[src/hdl/dimmer_level_transition_engine_top_assert.svh]
// Assertion macros shared by the dimmer level engine RTL.
`ifndef DIMMER_LEVEL_TRANSITION_ENGINE_TOP_ASSERT_SVH
`define DIMMER_LEVEL_TRANSITION_ENGINE_TOP_ASSERT_SVH

// Check that cons holds in the same cycle as ante.
`define DLTE_ASSERT_NOW(label, ante, cons, msg) \
	label: assert property (@(posedge clk) disable iff (!arst_n) (ante) |-> (cons)) \
		else $error(msg);

// Check that cons holds in the cycle after ante.
`define DLTE_ASSERT_NEXT(label, ante, cons, msg) \
	label: assert property (@(posedge clk) disable iff (!arst_n) (ante) |=> (cons)) \
		else $error(msg);

`endif

[src/hdl/dlte_pkg.sv]
// Package for the dimmer level engine: codes, payload types and level helpers.
package dlte_pkg;

	localparam logic [2:0] FUNC_MOVE_TO_LEVEL = 3'd0;
	localparam logic [2:0] FUNC_STEP          = 3'd1;
	localparam logic [2:0] FUNC_MOVE          = 3'd2;
	localparam logic [2:0] FUNC_STOP          = 3'd3;
	localparam logic [2:0] FUNC_TICK          = 3'd4;
	localparam logic [2:0] FUNC_OFF           = 3'd5;
	localparam logic [2:0] FUNC_ON            = 3'd6;
	localparam logic [2:0] FUNC_TOGGLE        = 3'd7;

	localparam logic [7:0]  LVL_UNKNOWN  = 8'hFF;
	localparam logic [15:0] TIME_FOREVER = 16'hFFFF;
	localparam logic [15:0] TENTHS       = 16'd10;
	localparam logic [7:0]  MIN_RESET    = 8'h02;
	localparam logic [7:0]  MAX_RESET    = 8'hFE;
	localparam logic [7:0]  LEVEL_RESET  = 8'hFE;

	// Width of the serial divider's dividend, one quotient bit per cycle.
	localparam int DIV_BITS = 9;
	localparam int CNT_W    = $clog2(DIV_BITS);

	localparam logic STATUS_OK      = 1'b0;
	localparam logic STATUS_INVALID = 1'b1;

	typedef struct packed {
		logic [2:0]  func;
		logic [7:0]  level;
		logic [7:0]  step_size;
		logic        dir_up;
		logic [7:0]  rate;
		logic [15:0] fade_ticks;
		logic        sw_drive;
	} cmd_t;

	typedef struct packed {
		logic        status;
		logic [7:0]  level_out;
		logic        output_on;
		logic [15:0] remaining_ticks;
		logic        state_applied;
	} rsp_t;

	typedef struct packed {
		logic       ok;
		logic [7:0] lvl;
		logic       out;
	} apply_t;

	// Below min gives min, else above max gives max, even when min > max.
	function automatic logic [7:0] clamp_lvl(input logic [8:0] v, input logic [7:0] lo,
			input logic [7:0] hi);
		logic [7:0] r;
		if (v < {1'b0, lo}) begin
			r = lo;
		end else if (v > {1'b0, hi}) begin
			r = hi;
		end else begin
			r = v[7:0];
		end
		return r;
	endfunction

	function automatic apply_t apply_level(input logic [7:0] lvl, input logic drive,
			input logic up, input logic cur_out, input logic [7:0] lo, input logic [7:0] hi);
		apply_t r;
		r.ok  = (lvl != LVL_UNKNOWN);
		r.lvl = clamp_lvl({1'b0, lvl}, lo, hi);
		r.out = drive ? (up || (r.lvl > lo)) : cur_out;
		return r;
	endfunction

endpackage

[src/hdl/dlte_ifs.sv]
// Valid/ready channel interfaces for commands and results of the dimmer level engine.
interface dlte_cmd_if;
	logic          valid;
	logic          ready;
	dlte_pkg::cmd_t data;
	modport source (output valid, output data, input ready);
	modport sink (input valid, input data, output ready);
endinterface

interface dlte_rsp_if;
	logic          valid;
	logic          ready;
	dlte_pkg::rsp_t data;
	modport source (output valid, output data, input ready);
	modport sink (input valid, input data, output ready);
endinterface

[src/hdl/dimmer_level_transition_engine_top.sv]
// Top level of the dimmer level engine: command decode, serial divider and level state.
//
//   channel  dir  handshake          payload
//   cmd      in   valid/ready        func, level, step_size, dir_up, rate,
//                                    fade_ticks, sw_drive
//   rsp      out  valid/ready        status, level_out, output_on,
//                                    remaining_ticks, state_applied
//   apb      in   psel/penable/pwr   paddr 0 min_level, 4 max_level
//
// A request passes through the accept cycle, the bit-serial restoring divider
// (one quotient bit per cycle) and the commit cycle.
// The commit waits while the previous result is still held in the output register.
// cmd.ready is high only between requests; a result waits in the output register
// until taken and does not block the next accept.
// Reset is asynchronous and puts the level at 254, output off, mode idle.
`include "dimmer_level_transition_engine_top_assert.svh"

module dimmer_level_transition_engine_top (
	input  logic        clk,
	input  logic        arst_n,
	dlte_cmd_if.sink    cmd,
	dlte_rsp_if.source  rsp,
	input  logic        psel,
	input  logic        penable,
	input  logic        pwrite,
	input  logic [2:0]  paddr,
	input  logic [31:0] pwdata,
	output logic [31:0] prdata,
	output logic        pready
);

	typedef enum logic [1:0] {S_IDLE, S_DIV, S_EXEC} state_t;
	typedef enum logic [1:0] {MODE_IDLE = 2'd0, MODE_TARGET = 2'd1, MODE_MOVE = 2'd2} mode_t;

	state_t                       state_q;
	logic [dlte_pkg::CNT_W-1:0]   cnt_q;
	mode_t                        mode_q;
	logic [7:0]                   min_q, max_q;
	logic [7:0]                   lvl_q, tgt_q, rate_q;
	logic                         on_q, mup_q, drv_q;
	logic [3:0]                   acc_q;
	logic [15:0]                  ticks_q;

	dlte_pkg::cmd_t               cmd_q;
	logic [dlte_pkg::DIV_BITS-1:0] dvd_q;
	logic [15:0]                  rem_q, dsr_q;

	logic                         cmd_acc, rsp_free, cfg_wr;
	logic [dlte_pkg::DIV_BITS-1:0] dvd_init;
	logic [15:0]                  dsr_init;
	logic [7:0]                   diff;
	logic [16:0]                  trial, trial_sub;
	logic                         trial_ge;
	logic [7:0]                   quo, step8;

	mode_t                        nxt_mode;
	logic [7:0]                   nxt_lvl, nxt_tgt, nxt_rate;
	logic                         nxt_on, nxt_mup, nxt_drv, nxt_applied, nxt_status;
	logic [3:0]                   nxt_acc;
	logic [15:0]                  nxt_ticks;

	assign cmd.ready = (state_q == S_IDLE);
	assign cmd_acc   = cmd.valid && cmd.ready;
	assign rsp_free  = !rsp.valid || rsp.ready;
	assign cfg_wr    = psel && penable && pwrite && pready;
	assign pready    = 1'b1;
	assign prdata    = {24'd0, paddr[2] ? max_q : min_q};

	// Divider operands: tenths accumulator plus rate over 10 in move mode, distance over ticks otherwise.
	assign diff = (lvl_q > tgt_q) ? (lvl_q - tgt_q) : (tgt_q - lvl_q);
	always_comb begin
		if (mode_q == MODE_MOVE) begin
			dvd_init = {5'd0, acc_q} + {1'b0, rate_q};
			dsr_init = dlte_pkg::TENTHS;
		end else begin
			dvd_init = {1'b0, diff};
			dsr_init = ticks_q;
		end
	end

	assign trial     = {rem_q, dvd_q[dlte_pkg::DIV_BITS-1]};
	assign trial_ge  = (trial >= {1'b0, dsr_q});
	assign trial_sub = trial - {1'b0, dsr_q};
	assign quo       = dvd_q[7:0];
	assign step8     = quo + {7'd0, (rem_q != 16'd0)};

	always_ff @(posedge clk) begin
		if (cmd_acc) begin
			cmd_q <= cmd.data;
			dvd_q <= dvd_init;
			dsr_q <= dsr_init;
			rem_q <= '0;
		end else if (state_q == S_DIV) begin
			rem_q <= trial_ge ? trial_sub[15:0] : trial[15:0];
			dvd_q <= {dvd_q[dlte_pkg::DIV_BITS-2:0], trial_ge};
		end
	end

	always_comb begin
		logic               do_target;
		logic [7:0]         tg;
		logic [7:0]         nx;
		logic [8:0]         t9;
		dlte_pkg::apply_t   ap;
		do_target   = 1'b0;
		tg          = '0;
		nx          = '0;
		t9          = '0;
		ap          = '0;
		nxt_mode    = mode_q;
		nxt_lvl     = lvl_q;
		nxt_on      = on_q;
		nxt_tgt     = tgt_q;
		nxt_rate    = rate_q;
		nxt_acc     = acc_q;
		nxt_mup     = mup_q;
		nxt_drv     = drv_q;
		nxt_ticks   = ticks_q;
		nxt_applied = 1'b0;
		nxt_status  = dlte_pkg::STATUS_OK;
		case (cmd_q.func) inside
			dlte_pkg::FUNC_MOVE_TO_LEVEL: begin
				if (cmd_q.level == dlte_pkg::LVL_UNKNOWN) begin
					nxt_status = dlte_pkg::STATUS_INVALID;
				end else begin
					do_target = 1'b1;
					tg        = cmd_q.level;
				end
			end
			dlte_pkg::FUNC_STEP: begin
				if (cmd_q.dir_up) begin
					t9 = {1'b0, lvl_q} + {1'b0, cmd_q.step_size};
				end else if (lvl_q > cmd_q.step_size) begin
					t9 = {1'b0, lvl_q - cmd_q.step_size};
				end else begin
					t9 = {1'b0, min_q};
				end
				do_target = 1'b1;
				tg        = dlte_pkg::clamp_lvl(t9, min_q, max_q);
			end
			dlte_pkg::FUNC_MOVE: begin
				nxt_mode  = MODE_IDLE;
				nxt_ticks = '0;
				if (cmd_q.rate != 8'd0) begin
					nxt_mode  = MODE_MOVE;
					nxt_mup   = cmd_q.dir_up;
					nxt_rate  = cmd_q.rate;
					nxt_acc   = '0;
					nxt_drv   = cmd_q.sw_drive;
					nxt_ticks = dlte_pkg::TIME_FOREVER;
					if (cmd_q.sw_drive && cmd_q.dir_up && !on_q) begin
						ap = dlte_pkg::apply_level(lvl_q, 1'b1, 1'b1, on_q, min_q, max_q);
						if (ap.ok) begin
							nxt_lvl     = ap.lvl;
							nxt_on      = ap.out;
							nxt_applied = 1'b1;
						end
					end
				end
			end
			dlte_pkg::FUNC_STOP: begin
				nxt_mode  = MODE_IDLE;
				nxt_ticks = '0;
			end
			dlte_pkg::FUNC_TICK: begin
				if (mode_q == MODE_TARGET) begin
					if (lvl_q == tgt_q) begin
						nxt_mode  = MODE_IDLE;
						nxt_ticks = '0;
					end else begin
						if (ticks_q <= 16'd1) begin
							nx        = tgt_q;
							nxt_ticks = '0;
						end else begin
							// step never exceeds the distance, so the down path cannot wrap
							nx = (lvl_q < tgt_q)
								? dlte_pkg::clamp_lvl({1'b0, lvl_q} + {1'b0, step8}, min_q, max_q)
								: dlte_pkg::clamp_lvl({1'b0, lvl_q} - {1'b0, step8}, min_q, max_q);
							nxt_ticks = ticks_q - 16'd1;
						end
						ap = dlte_pkg::apply_level(nx, drv_q, (nx >= lvl_q), on_q, min_q, max_q);
						if (!ap.ok) begin
							nxt_mode = MODE_IDLE;
						end else begin
							nxt_lvl     = ap.lvl;
							nxt_on      = ap.out;
							nxt_applied = 1'b1;
							if (nx == tgt_q) begin
								nxt_mode  = MODE_IDLE;
								nxt_ticks = '0;
							end
						end
					end
				end else if (mode_q == MODE_MOVE) begin
					nxt_acc = rem_q[3:0];
					if (quo != 8'd0) begin
						if (mup_q) begin
							nx = dlte_pkg::clamp_lvl({1'b0, lvl_q} + {1'b0, quo}, min_q, max_q);
						end else if (lvl_q > quo) begin
							nx = dlte_pkg::clamp_lvl({1'b0, lvl_q - quo}, min_q, max_q);
						end else begin
							nx = min_q;
						end
						ap = dlte_pkg::apply_level(nx, drv_q, mup_q, on_q, min_q, max_q);
						if (!ap.ok) begin
							nxt_mode = MODE_IDLE;
						end else begin
							nxt_lvl     = ap.lvl;
							nxt_on      = ap.out;
							nxt_applied = 1'b1;
							if ((mup_q && (nx >= max_q)) || (!mup_q && (nx <= min_q))) begin
								nxt_mode  = MODE_IDLE;
								nxt_ticks = '0;
							end
						end
					end
				end
			end
			dlte_pkg::FUNC_OFF, dlte_pkg::FUNC_ON, dlte_pkg::FUNC_TOGGLE: begin
				nxt_mode    = MODE_IDLE;
				nxt_ticks   = '0;
				nxt_applied = 1'b1;
				if (cmd_q.func == dlte_pkg::FUNC_OFF) begin
					nxt_on = 1'b0;
				end else if (cmd_q.func == dlte_pkg::FUNC_ON) begin
					nxt_on = 1'b1;
				end else begin
					nxt_on = !on_q;
				end
			end
			default: begin
			end
		endcase
		// Start a timed transition, or apply at once when the fade time is zero or endless or there is nothing to spread.
		if (do_target) begin
			nxt_mode  = MODE_IDLE;
			nxt_ticks = '0;
			tg = dlte_pkg::clamp_lvl({1'b0, tg}, min_q, max_q);
			if ((cmd_q.fade_ticks == 16'd0) ||
					(cmd_q.fade_ticks == dlte_pkg::TIME_FOREVER) || (tg == lvl_q)) begin
				ap = dlte_pkg::apply_level(tg, cmd_q.sw_drive, (tg >= lvl_q), on_q,
					min_q, max_q);
				if (ap.ok) begin
					nxt_lvl     = ap.lvl;
					nxt_on      = ap.out;
					nxt_applied = 1'b1;
				end
			end else begin
				nxt_mode  = MODE_TARGET;
				nxt_tgt   = tg;
				nxt_drv   = cmd_q.sw_drive;
				nxt_ticks = cmd_q.fade_ticks;
			end
		end
	end

	always_ff @(posedge clk or negedge arst_n) begin
		if (!arst_n) begin
			state_q   <= S_IDLE;
			cnt_q     <= '0;
			mode_q    <= MODE_IDLE;
			min_q     <= dlte_pkg::MIN_RESET;
			max_q     <= dlte_pkg::MAX_RESET;
			lvl_q     <= dlte_pkg::LEVEL_RESET;
			on_q      <= 1'b0;
			tgt_q     <= '0;
			rate_q    <= '0;
			acc_q     <= '0;
			mup_q     <= 1'b0;
			drv_q     <= 1'b0;
			ticks_q   <= '0;
			rsp.valid <= 1'b0;
			rsp.data  <= '0;
		end else begin
			if (cfg_wr) begin
				if (paddr[2]) begin
					max_q <= pwdata[7:0];
				end else begin
					min_q <= pwdata[7:0];
				end
			end
			// drop the taken result; a commit in this cycle reloads the register instead
			if (rsp.valid && rsp.ready && (state_q != S_EXEC)) begin
				rsp.valid <= 1'b0;
			end
			unique case (state_q)
				S_IDLE: begin
					if (cmd_acc) begin
						cnt_q   <= dlte_pkg::CNT_W'(dlte_pkg::DIV_BITS - 1);
						state_q <= S_DIV;
					end
				end
				S_DIV: begin
					cnt_q <= cnt_q - 1'b1;
					if (cnt_q == '0) begin
						state_q <= S_EXEC;
					end
				end
				S_EXEC: begin
					// hold the commit until the output register is free
					if (rsp_free) begin
						mode_q    <= nxt_mode;
						lvl_q     <= nxt_lvl;
						on_q      <= nxt_on;
						tgt_q     <= nxt_tgt;
						rate_q    <= nxt_rate;
						acc_q     <= nxt_acc;
						mup_q     <= nxt_mup;
						drv_q     <= nxt_drv;
						ticks_q   <= nxt_ticks;
						rsp.valid <= 1'b1;
						rsp.data  <= '{status: nxt_status, level_out: nxt_lvl,
							output_on: nxt_on, remaining_ticks: nxt_ticks,
							state_applied: nxt_applied};
						state_q   <= S_IDLE;
					end
				end
				default: state_q <= S_IDLE;
			endcase
		end
	end

	`DLTE_ASSERT_NOW(a_move_forever, mode_q == MODE_MOVE, ticks_q == dlte_pkg::TIME_FOREVER, "move mode without endless remaining time")
	`DLTE_ASSERT_NOW(a_move_rate, mode_q == MODE_MOVE, rate_q != 8'd0, "move mode with zero rate")
	`DLTE_ASSERT_NOW(a_target_ticks, mode_q == MODE_TARGET, ticks_q != 16'd0, "target mode with no ticks left")
	`DLTE_ASSERT_NEXT(a_accept_div, cmd.valid && cmd.ready, state_q == S_DIV, "accepted request did not start the divider")

endmodule

[src/flat_wrapper.sv]
// flat-port wrapper written by rule: the top's interface ports become plain ports
module dimmer_level_transition_engine_top_flat 
  (clk, arst_n, psel, penable, pwrite, paddr, pwdata, prdata, pready, cmd_valid, cmd_data, cmd_ready, rsp_valid, rsp_data, rsp_ready);
  dlte_cmd_if cmd_i ();
  dlte_rsp_if rsp_i ();
  input  logic clk;
  input  logic arst_n;
  input  logic psel;
  input  logic penable;
  input  logic pwrite;
  input  logic [2:0] paddr;
  input  logic [31:0] pwdata;
  output logic [31:0] prdata;
  output logic pready;
  input wire logic [$bits(cmd_i.valid)-1:0] cmd_valid;
  input wire logic [$bits(cmd_i.data)-1:0] cmd_data;
  output wire logic [$bits(cmd_i.ready)-1:0] cmd_ready;
  output wire logic [$bits(rsp_i.valid)-1:0] rsp_valid;
  output wire logic [$bits(rsp_i.data)-1:0] rsp_data;
  input wire logic [$bits(rsp_i.ready)-1:0] rsp_ready;
  assign cmd_i.valid = cmd_valid;
  assign cmd_i.data = cmd_data;
  assign cmd_ready = cmd_i.ready;
  assign rsp_valid = rsp_i.valid;
  assign rsp_data = rsp_i.data;
  assign rsp_i.ready = rsp_ready;
  dimmer_level_transition_engine_top u_core (.clk(clk), .arst_n(arst_n), .cmd(cmd_i), .rsp(rsp_i), .psel(psel), .penable(penable), .pwrite(pwrite), .paddr(paddr), .pwdata(pwdata), .prdata(prdata), .pready(pready));
endmodule
[config.mk]
export PLATFORM = sky130hd
export DESIGN_NAME = dimmer_level_transition_engine_top_flat
export DESIGN_NICKNAME = d
export VERILOG_FILES = /design/src/hdl/dlte_pkg.sv /design/src/hdl/dlte_ifs.sv /design/src/hdl/dimmer_level_transition_engine_top.sv /design/src/flat_wrapper.sv
export VERILOG_INCLUDE_DIRS = /design/src /design/src/hdl
export SDC_FILE = /design/constraint.sdc
export NUM_CORES = 1
export LEC_CHECK = 0
export ABC_AREA = 1
export CAP_MARGIN = 20
export CORE_MARGIN = 2
export CORE_UTILIZATION = 32
export CTS_BUF_LIST = sky130_fd_sc_hd__clkbuf_4
export DETAILED_ROUTE_END_ITERATION = 16
export DONT_BUFFER_PORTS = 1
export PLACE_DENSITY = 0.45
export RECOVER_POWER = 50
export SLEW_MARGIN = 20
export SYNTH_ARGS = -nofsm -noshare
export SYNTH_HDL_FRONTEND = slang
export SYNTH_SLANG_ARGS = --single-unit
export TNS_END_PERCENT = 100
[constraint.sdc]
create_clock -name clk -period 10.45 [get_ports clk]
set_input_delay 0.5225 -clock clk [delete_from_list [all_inputs] [get_ports clk]]
set_output_delay 0.5225 -clock clk [all_outputs]
set_load 0.01 [all_outputs]
## Word-level counts from Yosys, hierarchy flattened

Cells that the tools add are included.

| operators by class | value |
|---|---|
| add/subtract/negate cells | 13 |
| magnitude comparators | 33 |
| equal/unequal tests | 36 |
| mux-type cells | 189 |
| bitwise operators | 4 |
| reduce and logical (&&, ||, !) cells | 43 |

Operators by type and width:

| cell | count |
|---|---|
| two-way mux 8 bit | 80 |
| two-way mux 16 bit | 19 |
| greater-than comparator 8 bit | 12 |
| less-than comparator 8 bit | 7 |
| two-way mux 1 bit | 56 |
| two-way mux 9 bit | 6 |
| two-way mux 2 bit | 19 |
| greater-than comparator 9 x 8 -> 1 bit | 4 |
| less-than comparator 9 x 8 -> 1 bit | 4 |
| != test 8 bit (second input constant) | 4 |
| subtractor 8 bit | 4 |
| two-way mux 4 bit | 7 |
| adder 8 x 8 -> 9 bit | 3 |
| AND reduction 9 bit | 3 |
| == test 8 bit | 3 |
| greater-or-equal comparator 8 bit | 3 |
| != test 6 x 4 -> 1 bit (second input constant) | 4 |
| greater-or-equal comparator 17 x 16 -> 1 bit | 1 |
| == test 16 bit (second input constant) | 1 |
| <= comparator 16 x 1 -> 1 bit (second input constant) | 1 |
| zero test 16 bit | 1 |
| nonzero test 16 bit | 1 |
| nonzero test 8 bit | 2 |
| subtractor 16 x 1 -> 16 bit (second input constant) | 1 |
| 33 further kinds | 72 |

| word-level totals | value |
|---|---|
| register bits | 168 |
| bits of input ports | 87 |
| output and inout bits | 62 |

## Logic depth before layout (Yosys ltp)

| depth | value |
|---|---|
| depth in word-level cells | 40 |
| mapped depth | 67 |
| mapped depth without buffers | 67 |

## Worst setup path after synthesis

OpenSTA, ideal clock, no wires.

| path | value |
|---|---|
| kind | reg-to-reg |
| from | reg u_core.lvl_q[0] |
| to | reg, netlist name u_core.rsp.data[17] |
| data arrival time | 7.445 ns |
| path slack | 2.888 ns |
| cell stages (with the launch flop) | 60 |
| cell sequence | dfrtp_1 -> inv_1 -> ha_1 -> inv_1 -> fa_1 -> nand2_1 -> nand2_1 -> and2_1 -> o21ai_0 -> xor2_1 -> nand2_1 -> o21ai_0 -> ha_1 -> a21oi_1 -> nand2_1 -> nand2_1 -> nand2_1 -> nand2_1 -> [24 not listed] -> o21ai_1 -> clkbuf_1 -> nand3_1 -> o21ai_0 -> inv_1 -> nand2_1 -> nand2_1 -> ha_1 -> nand2_1 -> inv_1 -> a221oi_1 -> o21ai_0 -> o41ai_1 -> nand4_1 -> nand2_1 -> nand2_1 -> nand2_1 -> nand2_1 |

| on the way | value |
|---|---|
| cells in the longest elaborated chain, start to end | 40 |
| elaborated cells between the ends (all ways) | 125 |
| those cells by class | 6 x add/sub; 26 x order compare; 7 x eq/ne; 81 x mux; 5 x reduce/logical |

RTL lines:

| element | RTL line | text |
|---|---|---|
| start, declared | dimmer_level_transition_engine_top.sv:39 | `logic [7:0] lvl_q, tgt_q, rate_q;` |
| start signal, assigned | dimmer_level_transition_engine_top.sv:264 | `lvl_q <= dlte_pkg::LEVEL_RESET;` |
| start signal, assigned | dimmer_level_transition_engine_top.sv:303 | `lvl_q <= nxt_lvl;` |
| subtractor 8 bit | dimmer_level_transition_engine_top.sv:200 | `nx = dlte_pkg::clamp_lvl({1'b0, lvl_q - quo}, min_q, max_q);` |
| greater-than comparator 8 bit | dlte_pkg.sv:57 | `end else if (v > {1'b0, hi}) begin` |
| two-way mux 8 bit | dlte_pkg.sv:57 |  |
| two-way mux 8 bit | dlte_pkg.sv:55 | `if (v < {1'b0, lo}) begin` |
| two-way mux 8 bit | dimmer_level_transition_engine_top.sv:199 | `end else if (lvl_q > quo) begin` |
| two-way mux 8 bit | dimmer_level_transition_engine_top.sv:197 | `if (mup_q) begin` |
| two-way mux 8 bit | dimmer_level_transition_engine_top.sv:196 | `if (quo != 8'd0) begin` |
| two-way mux 8 bit | dimmer_level_transition_engine_top.sv:194 | `end else if (mode_q == MODE_MOVE) begin` |
| [20 not listed] | n/a |  |
| two-way mux 1 bit | dimmer_level_transition_engine_top.sv:205 | `if (!ap.ok) begin` |
| two-way mux 1 bit | dimmer_level_transition_engine_top.sv:196 |  |
| two-way mux 1 bit | dimmer_level_transition_engine_top.sv:194 |  |
| two-way mux 1 bit | dimmer_level_transition_engine_top.sv:166 | `if (mode_q == MODE_TARGET) begin` |
| two-way mux 1 bit (5 in a row) | dimmer_level_transition_engine_top.sv:121 | `case (cmd_q.func) inside` |
| two-way mux 1 bit | dimmer_level_transition_engine_top.sv:243 | `if (ap.ok) begin` |
| two-way mux 1 bit | dimmer_level_transition_engine_top.sv:239 | `if ((cmd_q.fade_ticks == 16'd0) \|\|` |
| two-way mux 1 bit | dimmer_level_transition_engine_top.sv:235 | `if (do_target) begin` |

Parallel ways exist; a longest one is shown, timed or not. The select of a mux whose other input is x is not followed.
A chain may end at the register's enable or synchronous reset.

## Final worst setup path

| path | value |
|---|---|
| from | reg u_core.lvl_q[0] |
| to | reg, netlist name u_core.rsp.data[17] |

| on the way | value |
|---|---|
| cells in the longest elaborated chain, start to end | 40 |
| elaborated cells between the ends (all ways) | 125 |
| those cells by class | 6 x add/sub; 26 x order compare; 7 x eq/ne; 81 x mux; 5 x reduce/logical |

RTL lines:

| element | RTL line |
|---|---|
| subtractor 8 bit | dimmer_level_transition_engine_top.sv:200 |
| greater-than comparator 8 bit | dlte_pkg.sv:57 |
| two-way mux 8 bit | dlte_pkg.sv:57 |
| two-way mux 8 bit | dlte_pkg.sv:55 |
| two-way mux 8 bit | dimmer_level_transition_engine_top.sv:199 |
| two-way mux 8 bit | dimmer_level_transition_engine_top.sv:197 |
| two-way mux 8 bit | dimmer_level_transition_engine_top.sv:196 |
| two-way mux 8 bit | dimmer_level_transition_engine_top.sv:194 |
| [20 not listed] | n/a |
| two-way mux 1 bit | dimmer_level_transition_engine_top.sv:205 |
| two-way mux 1 bit | dimmer_level_transition_engine_top.sv:196 |
| two-way mux 1 bit | dimmer_level_transition_engine_top.sv:194 |
| two-way mux 1 bit | dimmer_level_transition_engine_top.sv:166 |
| two-way mux 1 bit (5 in a row) | dimmer_level_transition_engine_top.sv:121 |
| two-way mux 1 bit | dimmer_level_transition_engine_top.sv:243 |
| two-way mux 1 bit | dimmer_level_transition_engine_top.sv:239 |
| two-way mux 1 bit | dimmer_level_transition_engine_top.sv:235 |

Parallel ways exist; a longest one is shown, timed or not. The select of a mux whose other input is x is not followed.

==> results.md <==
* Post-synth ARST share at 48.5%
* Most frequently used flop master after synthesis: edfxtp_1
* Final nets at 3028
* Mapped Cells at about 2600
* DR iter-0 viols at about 1300
* Yosys warning count at 0
* Clock root buffer: clkbuf_4
* DIE HEIGHT at ~250 um
* DIE WIDTH at 246 um
* CP peak stage delay at 0.73 ns
* Area Overhead vs Synth at 8.72%
* DR vias at 18000
* Vias/cell at between 5 and 6
* Hold Path Class: in2reg
* RSZ-0062 raised after global routing: false
* H-Tree Depth at 4
* Worst slew pin tran at 4.98 ns
* Met3 Use GR at 3.40%
* Pre-antenna DRT Iters at 5
* Global Route met2 Usage at 38.2%
* Critical path's top delay family: compound AO/OA/AOI/OAI gates
* Total grt overflow at 0
* Setup violators final at 0
* Failing checks: max-capacitance violations, max-slew violations
* Number of global-route vias before repair at around 17000
* WS Path Type: reg2reg
* Syn Area/Cell at 7.18 um^2
* Required time worst endpoint at about 11 ns
* Antenna Nets Post-Route at 0
* Area of the die at 0.0604 mm^2
* Instance count on the critical path at between 50 and 60
* Final Hold Vio Count at 0
* DR WL/cell at roughly 20 um
* Share of layout cells above drive strength 1 at approximately 7.0%
* PortBufs at 0
* Row count at 88
* Clk sinks at 167
* Number of buffers created by CTS at 17
* Worst Hold Path Cells at 2
* Startpoint types: flip-flop
* First-pass GRT wire length at 104000 um
* Placed cell area at 0.0195 mm^2
* Busiest grt layer: met2
* Setup TNS at 0 ns
* Max Buffers Root-to-Sink at 2
* Routability cong. at 0.900
* I/O Pins at 149
* Highest-delay cell along the critical path: o21ai_1
* Synth Register Bits at 167
* Core Region at 0.0577 mm^2
* Met1 Resource Use GR at 30.1%
* CTS tree: yes
* Cell mode on critical path: nand2_1
* F_max at ~110 MHz
* Slew Limit Headroom at -232%
* Max-slew violation count at 102
* Dpl ws at 1.62 ns
* Total GRT Usage at roughly 23%
* Worst Reg-to-Reg Cells at 53
* Detailed Route WL at just under 70000 um
* Buffers & Inverters on Critical Path at 5
* Setup ws final at roughly 1.5 ns
* Synth cell types at 66
* CP max FO at 15
* CP Capture Type: flip-flop
* Mapped Area at 0.0187 mm^2
* Post-synth EDFFs at 70
* Largest net degree at the start of global routing at 82
* Clock Latency Late Sink at 0.77 ns
* Post-CTS sizing at 0
* Outcome: finished with violations
* Clock slew seen by the registers of the worst setup and hold paths at roughly 0.19 ns
* Final instance area at slightly above 0.02 mm^2
* Dpl hpwl at 51100 um
* Min cycle time layout at 8.94 ns
* Initial antenna violation count at 1
* Post-synthesis sequential area ratio at 23.9%
* Starting density of the core at between 30% and 40%
* Setup Skew at 0.0539 ns
* Final Cycle Share at 85.6%
* Max Cap Viol at 2
* Residual DRC at 0
* Worst EP arrival at 9.62 ns
-- registers in the layout (all words and copies together) (netlist names), 2 cells and up --
name             count
u_core.min_q         8
u_core.rsp.data     26
u_core.cnt_q         4
u_core.acc_q         4
u_core.lvl_q         8
u_core.cmd_q        45
u_core.dvd_q         9
u_core.max_q         8
u_core.state_q       2
u_core.dsr_q        16
u_core.tgt_q         8
u_core.rate_q        8
u_core.rem_q        16
u_core.mode_q        2
-- logic make-up after synthesis --
| family | synth area share (%) |
|---|---|
| mux | 0.107 |
| compound gates | 17.7 |
| fa+ha+maj | 20.1 |
| xor+xnor | 2.95 |
| buf+inv | 9.65 |
| other cells | 0.0402 |
| simple gates | 25.6 |
| flops | 23.9 |
-- layer usage --
layer  up-vias  wire length, um
met5         -                0
met4         0             2250
met3       103             3310
met2       490            32500
met1      8533            31400
li1       8904                -
-- Yosys cell counts (7+ instances only) --
cell / number / area, um^2
a211oi_1: 8 / 60.1
a21oi_1: 203 / 1020
a21oi_2: 14 / 123
a22oi_1: 8 / 60.1
a22oi_2: 10 / 125
a31oi_1: 16 / 100
buf_2: 10 / 50.1
buf_4: 32 / 240
clkbuf_1: 45 / 169
dfrtp_1: 66 / 1650
dfstp_2: 15 / 394
dfxtp_1: 16 / 320
edfxtp_1: 70 / 2100
fa_1: 10 / 200
ha_1: 284 / 3550
inv_1: 325 / 1220
inv_2: 13 / 48.8
nand2_1: 595 / 2230
nand2_2: 35 / 219
nand2_4: 8 / 90.1
nand3_1: 195 / 976
nand3_2: 12 / 120
nand3b_1: 8 / 60.1
nand4_1: 42 / 263
nor2_1: 130 / 488
nor3_1: 23 / 115
nor4_1: 15 / 93.8
o211ai_1: 49 / 368
o21a_1: 7 / 52.6
o21ai_0: 174 / 871
o21ai_1: 20 / 100
o21bai_1: 11 / 82.6
xnor2_1: 12 / 105
xor2_1: 51 / 447
-- timing repair --
action                    4_1_cts  5_1_grt
hold buffers                   56        0
hold endpoints to repair      144        0
buffers inserted                0        0
-- final timing paths --
path                                               from                         endpoint  slack [ns]
min in group asynchronous                        arst_n      u_core.min_q[2]$_DFFE_PN0P_        2.18
min                                            paddr[2]      u_core.max_q[6]$_DFFE_PN1P_        0.20
max in group asynchronous                        arst_n     u_core.rate_q[6]$_DFFE_PN0P_        5.44
max reg2reg                 u_core.lvl_q[0]$_DFFE_PN0P_  u_core.rsp.data[17]$_DFFE_PN0P_        1.51
max                         u_core.lvl_q[0]$_DFFE_PN0P_  u_core.rsp.data[17]$_DFFE_PN0P_        1.51
min reg2reg                u_core.mode_q[1]$_DFFE_PN0P_     u_core.mode_q[1]$_DFFE_PN0P_        0.49
-- metrics by stage --
step | std cells | hold slack [ns] | utilization (%)
global placement | 3337 | 0.233 | 33.8
detailed placement | 3337 | 0.236 | 33.8
finish | 3429 | 0.201 | 35.2
floorplan | 2627 | 0.227 | -
global route | 3427 | 0.262 | 35.2
CTS | 3425 | 0.0963 | 35.3
-- layout by cell type, fill, tap and decap left out, types with 16 or more instances in the layout --
cell,n
nor3_1,23
ha_1,284
nand4_1,42
a31oi_1,16
o21ai_0,174
xor2_1,51
nand3_1,195
edfxtp_1,70
conb_1,25
dlygate4sd3_1,55
dfrtp_1,66
nand2_1,595
dfxtp_1,16
o211ai_1,49
inv_1,325
o21ai_1,20
nand2_2,35
nor2_1,128
clkbuf_4,18
buf_4,30
a21oi_1,203
-- layout make-up --
cell class                      instances  area, um^2
Sequential cell                       167        4470
Clock inverter                         14         135
Multi-Input combinational cell       2024       12500
Timing Repair Buffer                   92         802
Tap cell                              765         957
Fill cell                            6200       37400
Inverter                              345        1300
Clock buffer                           18         135
Antenna cell                            4        10.0
Power is not shown: default switching activity piles up to over one toggle a cycle in this logic, so the estimate is an artifact.
